`config.mk`:
```
export PLATFORM = sky130hd
export DESIGN_NAME = rc_pulse_width_failsafe_mapper_flat
export DESIGN_NICKNAME = d
export VERILOG_FILES = /design/src/hdl/rpwf_pkg.sv /design/src/hdl/rpwf_if.sv /design/src/hdl/rpwf_ctrl.sv /design/src/hdl/rpwf_datapath.sv /design/src/hdl/rc_pulse_width_failsafe_mapper.sv /design/src/flat_wrapper.sv
export SDC_FILE = /design/constraint.sdc
export NUM_CORES = 2
export LEC_CHECK = 0
export ABC_AREA = 1
export BUFFER_PORTS_ARGS = -buffer_cell sky130_fd_sc_hd__buf_4
export CAP_MARGIN = 20
export CORE_MARGIN = 2
export CORE_UTILIZATION = 58
export DETAILED_ROUTE_END_ITERATION = 10
export PLACE_DENSITY = 0.82
export SLEW_MARGIN = 20
export SYNTH_ARGS = -nofsm -noshare
export SYNTH_HDL_FRONTEND = slang
export SYNTH_SLANG_ARGS = --single-unit
```
`constraint.sdc`:
```
create_clock -name clk -period 5.8 [get_ports clk]
set_clock_uncertainty 0.05 [all_clocks]
set_input_delay 0.58 -clock clk [delete_from_list [all_inputs] [get_ports clk]]
set_output_delay 0.58 -clock clk [all_outputs]
set_load 0.05 [all_outputs]
```
`src/hdl/rpwf_pkg.sv`:
```
// ---------------------------------------------------------------------------
// rpwf_pkg: shared types and constants for the RC pulse width mapper
// Register indexes, reset values, input codes and the controller/datapath
// command and status bundles.
// ---------------------------------------------------------------------------
package rpwf_pkg;

  localparam int unsigned REG_IDX_W = 3;
  localparam int unsigned DATA_W    = 16;
  localparam int unsigned CNT_W     = 8;

  // register indexes
  localparam logic [REG_IDX_W-1:0] REG_PULSE_MIN     = 3'd0;
  localparam logic [REG_IDX_W-1:0] REG_PULSE_MAX     = 3'd1;
  localparam logic [REG_IDX_W-1:0] REG_COORD_MIN     = 3'd2;
  localparam logic [REG_IDX_W-1:0] REG_COORD_MAX     = 3'd3;
  localparam logic [REG_IDX_W-1:0] REG_STOPPED_WIDTH = 3'd4;
  localparam logic [REG_IDX_W-1:0] REG_OVF_LIMIT     = 3'd5;

  // reset values
  localparam logic [DATA_W-1:0] PULSE_MIN_RST     = 16'd1000;
  localparam logic [DATA_W-1:0] PULSE_MAX_RST     = 16'd2000;
  localparam logic [DATA_W-1:0] COORD_MIN_RST     = 16'hFF9C;  // -100
  localparam logic [DATA_W-1:0] COORD_MAX_RST     = 16'd100;
  localparam logic [DATA_W-1:0] STOPPED_WIDTH_RST = 16'd1500;
  localparam logic [CNT_W-1:0]  OVF_LIMIT_RST     = 8'd3;

  // input codes
  localparam logic KIND_EDGE  = 1'b0;
  localparam logic KIND_TICK  = 1'b1;
  localparam logic LEVEL_HIGH = 1'b1;

  // divider: quotient magnitude always fits 16 bits
  localparam int unsigned DIV_STEPS = 16;

  typedef struct packed {
    logic apply;     // update channel state from the accepted beat
    logic setup;     // clamp and form the spans for the selected channel
    logic mul;       // form the product, load the divider
    logic div_step;  // one restoring divide step
    logic fix;       // apply sign and offset, store the coordinate
    logic load;      // copy results into the output register
    logic sel;       // coordinate lane: 0 is x, 1 is y
  } rpwf_cmd_t;

  typedef struct packed {
    logic out_free;  // output register can take a new result this cycle
  } rpwf_status_t;

endpackage

```
`src/hdl/rpwf_if.sv`:
```
// ---------------------------------------------------------------------------
// rpwf_if: channel interfaces for the RC pulse width mapper
// Input event channel, result channel and register write channel, each
// with valid/ready and a payload.
// ---------------------------------------------------------------------------
interface rpwf_in_if;
  logic        valid;
  logic        ready;
  logic        kind;
  logic        channel;
  logic        pin_level;
  logic [15:0] timer_count;

  modport source(output valid, kind, channel, pin_level, timer_count, input ready);
  modport sink(input valid, kind, channel, pin_level, timer_count, output ready);
endinterface

interface rpwf_out_if;
  logic               valid;
  logic               ready;
  logic        [15:0] width_x;
  logic        [15:0] width_y;
  logic signed [15:0] coord_x;
  logic signed [15:0] coord_y;
  logic               failsafe_x;
  logic               failsafe_y;

  modport source(output valid, width_x, width_y, coord_x, coord_y, failsafe_x,
                 failsafe_y, input ready);
  modport sink(input valid, width_x, width_y, coord_x, coord_y, failsafe_x,
               failsafe_y, output ready);
endinterface

interface rpwf_cfg_if;
  logic        valid;
  logic        ready;
  logic [2:0]  index;
  logic [15:0] data;

  modport source(output valid, index, data, input ready);
  modport sink(input valid, index, data, output ready);
endinterface

```
`src/hdl/rpwf_ctrl.sv`:
```
// ---------------------------------------------------------------------------
// rpwf_ctrl: sequencer for the RC pulse width mapper
// Accepts one event, then walks both coordinate lanes through setup,
// multiply, a 16-step divide and fixup, then loads the output register.
// ---------------------------------------------------------------------------
module rpwf_ctrl
  import rpwf_pkg::*;
(
  input  logic         clk,
  input  logic         rst,
  input  logic         in_valid,
  output logic         in_ready,
  input  rpwf_status_t status,
  output rpwf_cmd_t    cmd
);

  localparam logic [2:0] ST_IDLE  = 3'd0;
  localparam logic [2:0] ST_SETUP = 3'd1;
  localparam logic [2:0] ST_MUL   = 3'd2;
  localparam logic [2:0] ST_DIV   = 3'd3;
  localparam logic [2:0] ST_FIX   = 3'd4;
  localparam logic [2:0] ST_LOAD  = 3'd5;

  localparam int unsigned STEP_W = $clog2(DIV_STEPS);
  localparam logic [STEP_W-1:0] STEP_LAST = STEP_W'(DIV_STEPS - 1);

  logic [2:0]        state, state_next;
  logic              sel, sel_next;
  logic [STEP_W-1:0] step, step_next;

  always_comb begin
    state_next   = state;
    sel_next     = sel;
    step_next    = step;
    in_ready     = 1'b0;
    cmd          = '0;
    cmd.sel      = sel;
    case (state)
      ST_IDLE: begin
        in_ready = 1'b1;
        if (in_valid) begin
          cmd.apply  = 1'b1;
          sel_next   = 1'b0;
          state_next = ST_SETUP;
        end
      end
      ST_SETUP: begin
        cmd.setup  = 1'b1;
        state_next = ST_MUL;
      end
      ST_MUL: begin
        cmd.mul    = 1'b1;
        step_next  = '0;
        state_next = ST_DIV;
      end
      ST_DIV: begin
        cmd.div_step = 1'b1;
        step_next    = step + 1'b1;
        if (step == STEP_LAST) state_next = ST_FIX;
      end
      ST_FIX: begin
        cmd.fix = 1'b1;
        if (sel) begin
          state_next = ST_LOAD;
        end else begin
          sel_next   = 1'b1;
          state_next = ST_SETUP;
        end
      end
      ST_LOAD: begin
        if (status.out_free) begin
          cmd.load   = 1'b1;
          state_next = ST_IDLE;
        end
      end
      default: state_next = ST_IDLE;
    endcase
  end

  always_ff @(posedge clk) begin
    if (rst) begin
      state <= ST_IDLE;
      sel   <= 1'b0;
      step  <= '0;
    end else begin
      state <= state_next;
      sel   <= sel_next;
      step  <= step_next;
    end
  end

  a_accept_starts_x: assert property (@(posedge clk) disable iff (rst)
    (in_valid && in_ready) |=> (state == ST_SETUP && !sel))
    else $error("accepted beat did not start the x lane");

  a_div_ends: assert property (@(posedge clk) disable iff (rst)
    (state == ST_DIV && step == STEP_LAST) |=> (state == ST_FIX))
    else $error("divide did not end after the last step");

  a_load_only_when_free: assert property (@(posedge clk) disable iff (rst)
    cmd.load |-> (status.out_free && sel))
    else $error("result loaded into a busy output register or before the y lane");

endmodule

```
`src/hdl/rpwf_datapath.sv`:
```
// ---------------------------------------------------------------------------
// rpwf_datapath: channel state, registers and coordinate mapping
// Holds the configuration, per-channel capture state and overflow counters,
// a shared multiply and restoring divider for the mapping, and the output
// register.
// ---------------------------------------------------------------------------
module rpwf_datapath
  import rpwf_pkg::*;
#(
  parameter int NUM_CHANNELS = 2
) (
  input  logic                 clk,
  input  logic                 rst,
  input  rpwf_cmd_t            cmd,
  output rpwf_status_t         status,
  // register writes
  input  logic                 cfg_we,
  input  logic [REG_IDX_W-1:0] cfg_index,
  input  logic [DATA_W-1:0]    cfg_data,
  // event payload
  input  logic                 kind,
  input  logic                 channel,
  input  logic                 pin_level,
  input  logic [DATA_W-1:0]    timer_count,
  // result
  output logic                 out_valid,
  input  logic                 out_ready,
  output logic [DATA_W-1:0]    out_width_x,
  output logic [DATA_W-1:0]    out_width_y,
  output logic [DATA_W-1:0]    out_coord_x,
  output logic [DATA_W-1:0]    out_coord_y,
  output logic                 out_failsafe_x,
  output logic                 out_failsafe_y
);

  localparam int unsigned CH_W = (NUM_CHANNELS > 1) ? $clog2(NUM_CHANNELS) : 1;
  localparam bit          Y_OK = (NUM_CHANNELS > 1);
  localparam logic [CH_W-1:0] Y_IDX = CH_W'(Y_OK ? 1 : 0);

  // configuration
  logic [DATA_W-1:0] pulse_min, pulse_max, coord_min, coord_max, stopped_width;
  logic [CNT_W-1:0]  overflow_limit;

  // channel state
  logic [DATA_W-1:0] start_count      [NUM_CHANNELS];
  logic [DATA_W-1:0] pulse_width      [NUM_CHANNELS];
  logic [CNT_W-1:0]  missed_overflows [NUM_CHANNELS];
  logic [DATA_W-1:0] start_count_next [NUM_CHANNELS];
  logic [DATA_W-1:0] pulse_width_next [NUM_CHANNELS];
  logic [CNT_W-1:0]  missed_next      [NUM_CHANNELS];

  // mapping
  logic [DATA_W-1:0] diff, span_p, span_mag, quo;
  logic              span_neg, degen;
  logic [DATA_W-1:0] rem;
  logic [DATA_W-1:0] res_x, res_y;

  logic [CH_W-1:0]   ch_idx, map_idx;
  logic              ch_ok, map_ok;
  logic [DATA_W-1:0] w_sel, x_clamp;
  logic [DATA_W:0]   span_c, trial;
  logic              ge;
  logic [DATA_W-1:0] q_signed, res;
  logic [2*DATA_W-1:0] prod;

  always_ff @(posedge clk) begin
    if (rst) begin
      pulse_min      <= PULSE_MIN_RST;
      pulse_max      <= PULSE_MAX_RST;
      coord_min      <= COORD_MIN_RST;
      coord_max      <= COORD_MAX_RST;
      stopped_width  <= STOPPED_WIDTH_RST;
      overflow_limit <= OVF_LIMIT_RST;
    end else if (cfg_we) begin
      case (cfg_index)
        REG_PULSE_MIN:     pulse_min      <= cfg_data;
        REG_PULSE_MAX:     pulse_max      <= cfg_data;
        REG_COORD_MIN:     coord_min      <= cfg_data;
        REG_COORD_MAX:     coord_max      <= cfg_data;
        REG_STOPPED_WIDTH: stopped_width  <= cfg_data;
        REG_OVF_LIMIT:     overflow_limit <= cfg_data[CNT_W-1:0];
        default: ;
      endcase
    end
  end

  assign ch_idx = CH_W'(channel);
  assign ch_ok  = Y_OK || (channel == 1'b0);

  always_comb begin
    start_count_next = start_count;
    pulse_width_next = pulse_width;
    missed_next      = missed_overflows;
    if (cmd.apply) begin
      if (kind == KIND_TICK) begin
        for (int i = 0; i < NUM_CHANNELS; i++) begin
          if (missed_overflows[i] != {CNT_W{1'b1}}) begin
            missed_next[i] = missed_overflows[i] + 1'b1;
          end
          if (missed_next[i] > overflow_limit) pulse_width_next[i] = stopped_width;
        end
      end else if (ch_ok) begin
        if (pin_level == LEVEL_HIGH) begin
          start_count_next[ch_idx] = timer_count;
        end else begin
          pulse_width_next[ch_idx] = timer_count - start_count[ch_idx];
          missed_next[ch_idx]      = '0;
        end
      end
    end
  end

  always_ff @(posedge clk) begin
    if (rst) begin
      for (int i = 0; i < NUM_CHANNELS; i++) begin
        start_count[i]      <= '0;
        pulse_width[i]      <= STOPPED_WIDTH_RST;
        missed_overflows[i] <= '0;
      end
    end else begin
      start_count      <= start_count_next;
      pulse_width      <= pulse_width_next;
      missed_overflows <= missed_next;
    end
  end

  // lane setup: clamp, then spans; negative slope handled as sign + magnitude
  assign map_idx = CH_W'(cmd.sel);
  assign map_ok  = Y_OK || !cmd.sel;
  assign w_sel   = map_ok ? pulse_width[map_idx] : '0;
  assign x_clamp = (w_sel < pulse_min) ? pulse_min :
                   (w_sel > pulse_max) ? pulse_max : w_sel;
  assign span_c  = {coord_max[DATA_W-1], coord_max} - {coord_min[DATA_W-1], coord_min};

  // |diff * slope| < 2^16 * span_p, so the quotient fits 16 bits
  assign prod  = diff * span_mag;
  assign trial = {rem, quo[DATA_W-1]};
  assign ge    = (trial >= {1'b0, span_p});

  assign q_signed = span_neg ? (~quo + 1'b1) : quo;
  assign res      = degen ? coord_min : (q_signed + coord_min);

  always_ff @(posedge clk) begin
    if (cmd.setup) begin
      diff     <= x_clamp - pulse_min;
      span_p   <= pulse_max - pulse_min;
      degen    <= (pulse_max <= pulse_min);
      span_neg <= span_c[DATA_W];
      span_mag <= span_c[DATA_W] ? DATA_W'(~span_c + 1'b1) : span_c[DATA_W-1:0];
    end
    if (cmd.mul) begin
      rem <= prod[2*DATA_W-1:DATA_W];
      quo <= prod[DATA_W-1:0];
    end else if (cmd.div_step) begin
      rem <= ge ? DATA_W'(trial - {1'b0, span_p}) : trial[DATA_W-1:0];
      quo <= {quo[DATA_W-2:0], ge};
    end
    if (cmd.fix) begin
      if (cmd.sel) res_y <= res;
      else         res_x <= res;
    end
  end

  // output register
  assign status.out_free = !out_valid || out_ready;

  always_ff @(posedge clk) begin
    if (rst) begin
      out_valid <= 1'b0;
    end else if (cmd.load) begin
      out_valid <= 1'b1;
    end else if (out_ready) begin
      out_valid <= 1'b0;
    end
  end

  always_ff @(posedge clk) begin
    if (cmd.load) begin
      out_width_x    <= pulse_width[0];
      out_coord_x    <= res_x;
      out_failsafe_x <= (missed_overflows[0] > overflow_limit);
      out_width_y    <= Y_OK ? pulse_width[Y_IDX] : '0;
      out_coord_y    <= Y_OK ? res_y : '0;
      out_failsafe_y <= Y_OK && (missed_overflows[Y_IDX] > overflow_limit);
    end
  end

  a_div_rem_bound: assert property (@(posedge clk) disable iff (rst)
    (cmd.div_step && !degen) |-> (rem < span_p))
    else $error("divider remainder not below divisor");

  a_fall_clears_count: assert property (@(posedge clk) disable iff (rst)
    (cmd.apply && kind == KIND_EDGE && channel == 1'b0 && pin_level != LEVEL_HIGH)
    |=> (missed_overflows[0] == '0))
    else $error("falling edge did not clear the overflow count");

endmodule

```
`src/hdl/rc_pulse_width_failsafe_mapper.sv`:
```
// ---------------------------------------------------------------------------
// rc_pulse_width_failsafe_mapper: two-channel RC pulse capture with failsafe
// Measures pulse widths from timestamped pin edges, times out channels on
// missed timer overflows, and maps clamped widths to signed coordinates.
//
//   channel     role    payload
//   item_in     sink    kind, channel, pin_level, timer_count
//   result_out  source  width_x/y, coord_x/y, failsafe_x/y
//   cfg         sink    index (register), data
//
// Each event runs from accept to result valid through two lanes of setup,
// multiply, 16-step restoring divide and fixup that share one divider.
// A new event is taken once the previous result is in the output register,
// so a stalled result holds off the next accept only if it is still there
// when the next one finishes. cfg is always ready. rst is synchronous and
// loads the register defaults and the stopped width into both channels.
// ---------------------------------------------------------------------------
module rc_pulse_width_failsafe_mapper
  import rpwf_pkg::*;
#(
  parameter int NUM_CHANNELS = 2
) (
  input  logic       clk,
  input  logic       rst,
  rpwf_in_if.sink    item_in,
  rpwf_out_if.source result_out,
  rpwf_cfg_if.sink   cfg
);

  rpwf_cmd_t    cmd;
  rpwf_status_t status;
  logic         in_ready;
  logic [DATA_W-1:0] coord_x, coord_y;

  assign item_in.ready = in_ready;
  assign cfg.ready     = 1'b1;

  rpwf_ctrl u_ctrl (
    .clk      (clk),
    .rst      (rst),
    .in_valid (item_in.valid),
    .in_ready (in_ready),
    .status   (status),
    .cmd      (cmd)
  );

  rpwf_datapath #(
    .NUM_CHANNELS (NUM_CHANNELS)
  ) u_datapath (
    .clk            (clk),
    .rst            (rst),
    .cmd            (cmd),
    .status         (status),
    .cfg_we         (cfg.valid),
    .cfg_index      (cfg.index),
    .cfg_data       (cfg.data),
    .kind           (item_in.kind),
    .channel        (item_in.channel),
    .pin_level      (item_in.pin_level),
    .timer_count    (item_in.timer_count),
    .out_valid      (result_out.valid),
    .out_ready      (result_out.ready),
    .out_width_x    (result_out.width_x),
    .out_width_y    (result_out.width_y),
    .out_coord_x    (coord_x),
    .out_coord_y    (coord_y),
    .out_failsafe_x (result_out.failsafe_x),
    .out_failsafe_y (result_out.failsafe_y)
  );

  assign result_out.coord_x = signed'(coord_x);
  assign result_out.coord_y = signed'(coord_y);

endmodule

```
`src/flat_wrapper.sv`:
```
// flat-port wrapper written by rule: the top's interface ports become plain ports
module rc_pulse_width_failsafe_mapper_flat import rpwf_pkg::*;
#(
  parameter int NUM_CHANNELS = 2
)
  (clk, rst, item_in_valid, item_in_kind, item_in_channel, item_in_pin_level, item_in_timer_count, item_in_ready, result_out_valid, result_out_width_x, result_out_width_y, result_out_coord_x, result_out_coord_y, result_out_failsafe_x, result_out_failsafe_y, result_out_ready, cfg_valid, cfg_index, cfg_data, cfg_ready);
  rpwf_in_if item_in_i ();
  rpwf_out_if result_out_i ();
  rpwf_cfg_if cfg_i ();
  input  logic clk;
  input  logic rst;
  input wire logic [$bits(item_in_i.valid)-1:0] item_in_valid;
  input wire logic [$bits(item_in_i.kind)-1:0] item_in_kind;
  input wire logic [$bits(item_in_i.channel)-1:0] item_in_channel;
  input wire logic [$bits(item_in_i.pin_level)-1:0] item_in_pin_level;
  input wire logic [$bits(item_in_i.timer_count)-1:0] item_in_timer_count;
  output wire logic [$bits(item_in_i.ready)-1:0] item_in_ready;
  output wire logic [$bits(result_out_i.valid)-1:0] result_out_valid;
  output wire logic [$bits(result_out_i.width_x)-1:0] result_out_width_x;
  output wire logic [$bits(result_out_i.width_y)-1:0] result_out_width_y;
  output wire logic [$bits(result_out_i.coord_x)-1:0] result_out_coord_x;
  output wire logic [$bits(result_out_i.coord_y)-1:0] result_out_coord_y;
  output wire logic [$bits(result_out_i.failsafe_x)-1:0] result_out_failsafe_x;
  output wire logic [$bits(result_out_i.failsafe_y)-1:0] result_out_failsafe_y;
  input wire logic [$bits(result_out_i.ready)-1:0] result_out_ready;
  input wire logic [$bits(cfg_i.valid)-1:0] cfg_valid;
  input wire logic [$bits(cfg_i.index)-1:0] cfg_index;
  input wire logic [$bits(cfg_i.data)-1:0] cfg_data;
  output wire logic [$bits(cfg_i.ready)-1:0] cfg_ready;
  assign item_in_i.valid = item_in_valid;
  assign item_in_i.kind = item_in_kind;
  assign item_in_i.channel = item_in_channel;
  assign item_in_i.pin_level = item_in_pin_level;
  assign item_in_i.timer_count = item_in_timer_count;
  assign item_in_ready = item_in_i.ready;
  assign result_out_valid = result_out_i.valid;
  assign result_out_width_x = result_out_i.width_x;
  assign result_out_width_y = result_out_i.width_y;
  assign result_out_coord_x = result_out_i.coord_x;
  assign result_out_coord_y = result_out_i.coord_y;
  assign result_out_failsafe_x = result_out_i.failsafe_x;
  assign result_out_failsafe_y = result_out_i.failsafe_y;
  assign result_out_i.ready = result_out_ready;
  assign cfg_i.valid = cfg_valid;
  assign cfg_i.index = cfg_index;
  assign cfg_i.data = cfg_data;
  assign cfg_ready = cfg_i.ready;
  rc_pulse_width_failsafe_mapper #(.NUM_CHANNELS(NUM_CHANNELS)) u_core (.clk(clk), .rst(rst), .item_in(item_in_i), .result_out(result_out_i), .cfg(cfg_i));
endmodule
```
==> results.md <==
| Metric | Reported | Unit |
|:---|:---|:---|
| Average vias per placed instance | 5.535 | - |
| Register-to-register setup slack | 0.17 | ns |
| Endpoint kind of the worst setup timing path | register | - |
| Die height | 228.8 | µm |
| Final max-slew violation count | 0 | - |
| Crit Reg-Reg Startpoint | u_core.u_datapath.diff[5] | - |
| Antenna-violating nets left | 0 | - |
| Fraction of final layout cells sized beyond drive strength 1 | 9.929 | % |
| Required @ worst endpoint | 6.06 | ns |
| Core occupancy in the finished layout | 66.34 | % |
| Most common cell after layout, fill and taps aside | sky130_fd_sc_hd__nand2_1 | - |
| Detailed-route via count | 25.47k | - |
| Clock-pin slew of the registers on the worst-case setup and hold paths | 0.06 | ns |
| H-Tree Depth | 2 | - |
| Total overflow reported by the global router | 0 | - |
| Seq. cell area | 8949 | µm² |
| Clock root cell | sky130_fd_sc_hd__clkbuf_16 | - |
| Count of clock tree sinks | 357 | - |
| Maximum clock rate | 177.6 | MHz |
| Largest net degree at the start of global routing | 67 | - |
| Worst skew pair latency | 0.58 | ns |
| Slowest CP cell | sky130_fd_sc_hd__fa_1 | - |
| Die Width | 228.8 | µm |
| Buf+Inv Stages, Crit Path | 9 | - |
| Crit path setup slack, layout | 0.1707 | ns |
| Share of Yosys cell area claimed by the top area cell type | 18.45 | % |
| Via count of the first global-routing pass | 24.91k | - |
| Data arrival, critical path | 5.89 | ns |
| Hold Crit Endpoint | u_core.u_datapath.start_count[30] | - |
| Final-stage net count | 4406 | - |
| TritonCTS clock tree | built | - |
| RD Place Congestion | 0.9548 | - |
| Final critical delay including setup and external delays | 5.629 | ns |
| Wire length of the first global-routing pass | 127700 | µm |
| Crit path largest cell delay | 0.54 | ns |
| CP startpoint kind | register | - |
| Total iterations of the first detailed-routing run | 7 | - |
| Syn Inst Count | 3763 | - |
| Slew headroom | 26.17 | % |
| Hold Fails Final Rpt | 0 | - |
| Synth top area cells | sky130_fd_sc_hd__edfxtp_1, sky130_fd_sc_hd__fa_1, sky130_fd_sc_hd__nand2_1 | - |
| R2R depth | 24 | - |
| Post-Route WL | 78970 | µm |
| Netlist cell types | 48 | - |
| Initial antenna violation count | 0 | - |
| Seq cells post-synth | 357 | - |
| Endpoint of the worst register-to-register path | u_core.u_datapath.rem[7] | - |
| Worst Hold Launch | item_in_timer_count[14] | - |
| Largest fanout on the critical path | 9 | - |
| Overall die area | 52330 | µm² |
| Global routing usage summed across all routing layers | 30.24 | % |
| Final worst path period share | 97.06 | % |
| Worst Max-Slew Pin Slew | 1.103 | ns |
| Number of standard-cell rows in the floorplan | 82 | - |
| Buffers from clock root to sink, at most | 3 | - |
| Synth Cell Area | 29300 | µm² |
| IO buf count | 110 | - |
| Sequential-to-total area share from yosys stat | 30.54 | % |
| Post-Place Setup Slack | -0.05627 | ns |
| Syn nets | 4271 | - |
| P&R area growth vs syn | 13.14 | % |
| Commonest cells after routing, fill and taps aside | sky130_fd_sc_hd__nand2_1, sky130_fd_sc_hd__inv_1, sky130_fd_sc_hd__nor2_1, sky130_fd_sc_hd__ha_1, sky130_fd_sc_hd__o21ai_0 | - |
| Initial standard-cell utilization of the core | 58.63 | % |
| Kind of cell adding the most delay to the critical path | adder cells | - |
| Number of buffers added by the clock tree synthesis step | 39 | - |
| I/O pin count | 112 | - |
| Number of flops mapped to enable cells by yosys | 180 | - |
| Outcome | complete, no violations | - |
| Setup repair after global routing missed its margin | yes | - |
| Most used flip-flop cell after synthesis | sky130_fd_sc_hd__edfxtp_1 | - |
| Floorplan Core Area | 49970 | µm² |
| Class of the tightest hold or removal check | primary input to register | - |
| DRC errors left | 0 | - |
| Final count of negative-setup-slack endpoints | 0 | - |
| Number of inserted filler cells in the final layout | 4084 | - |
| Detailed placement HPWL | 60130 | µm |
| Class of the most critical setup path | register to register | - |
| Mean Syn Cell Area | 7.786 | µm² |
| Largest registers in the final layout | u_core.u_datapath.pulse_width x32, u_core.u_datapath.start_count x32 | - |
| WL/cell | 17.16 | µm |
| Worst hold path cell count | 3 | - |
| Ys async rst share | 0 | % |
| Warning count from the yosys run | 0 | - |
| Initial detailed-routing violation count | 2130 | - |
| Maximum Capacitance Violations | 0 | - |
| Critical-path cell list | buf_4, buf_4, nand2_1, inv_1, fa_1, inv_1, fa_1, fa_1, fa_1, inv_1, fa_1, inv_1, fa_1, inv_1, ha_4, inv_1, o21bai_2, a21oi_2, nand2_1, buf_4, a21oi_1, or2_2, nand3_1, nand2_1 | - |
| Cell accounting for the most synthesized area | sky130_fd_sc_hd__edfxtp_1 | - |
| Multi-input combinational cell area | 17770 | µm² |
==> cells by family after synthesis <==
group / count (synthesis) / synth area share, %
multiplexers: 16 / 0.5509
AND/OR/NAND/NOR: 1506 / 20.71
AO/OA/AOI/OAI: 565 / 10.47
other: 1 / 0.01280
flip-flops: 357 / 30.54
XOR/XNOR: 96 / 2.896
buffers and inverters: 757 / 9.831
adder cells (fa/ha/maj): 465 / 24.98
==> worst max path at each step <==
stage	startpoint	endpoint	slack, ns	cells past startpoint
after global routing	u_core.u_datapath.span_mag[6]	u_core.u_datapath.rem[13]	-0.06	25
after detailed placement	u_core.u_datapath.span_mag[9]	u_core.u_datapath.rem[5]	-0.06	17
after CTS	u_core.u_datapath.diff[5]	u_core.u_datapath.rem[2]	0.002	22
after global placement	u_core.u_datapath.diff[10]	u_core.u_datapath.rem[7]	0.04	20
after floorplan	u_core.u_datapath.span_mag[15]	u_core.u_datapath.rem[14]	0.16	21
final	u_core.u_datapath.diff[5]	u_core.u_datapath.rem[7]	0.17	24
==> per-stage QoR <==
stage               instances  setup TNS, ns  cell area [µm²]  hold slack (ns)
floorplan                3763              0            29300           0.3503
global placement         4494              0            31120           0.3515
detailed placement       4494        -0.1816            31120           0.3545
CTS                      4573              0            32620           0.2002
global route             4600        -0.2800            33140           0.2296
finish                   4601              0            33150           0.2236
==> final cells by class <==
type / count / area share [%]
diodes: 1 / 0.007549
clock inverters: 26 / 1.144
multi-input cells: 2649 / 53.60
inverters: 618 / 7.002
repair buffers: 233 / 5.602
well taps: 672 / 2.537
flip-flops and latches: 357 / 27.00
clock buffers: 45 / 3.107
==> cell usage after synthesis, drive strengths merged (2+ instances only) <==
cell / number
nor2: 321
xor2: 56
nand3: 141
nor4: 4
a211oi: 4
mux2i: 15
nand2: 962
o21a: 4
or2: 12
inv: 614
o31ai: 3
and2: 3
nor3: 22
o22ai: 12
nand3b: 23
nand4: 18
a21boi: 6
clkbuf: 118
o21ai: 253
a21oi: 219
clkinv: 4
buf: 21
ha: 265
fa: 200
o211ai: 34
a31oi: 2
xnor2: 40
a21o: 12
o21bai: 13
edfxtp: 180
dfxtp: 177
==> worst min-delay path: stages <==
cell and delay, ns:
sky130_fd_sc_hd__buf_4 0.09, sky130_fd_sc_hd__o21ai_0 0.07, sky130_fd_sc_hd__nor2_1 0.07
==> timing repair <==
item | 4_1_cts | 5_1_grt
gates resized for setup | 5 | 75
hold buffers | 0 | 0
endpoints found under the setup margin | 11 | 19
buffers inserted | 8 | 26
pin swaps | 1 | 49
==> per-layer routing <==
metal	vias up	GRT usage (%)	wire length (µm)
met4	0	12.28	3372
met1	12012	39.31	32290
li1	12229	-	-
met2	1006	50.83	37430
met3	219	4.416	5878
met5	-	0	0
Power is left out: the tool's default activity adds up to more than one toggle a clock period on the data nets, which glitch-free logic cannot reach.
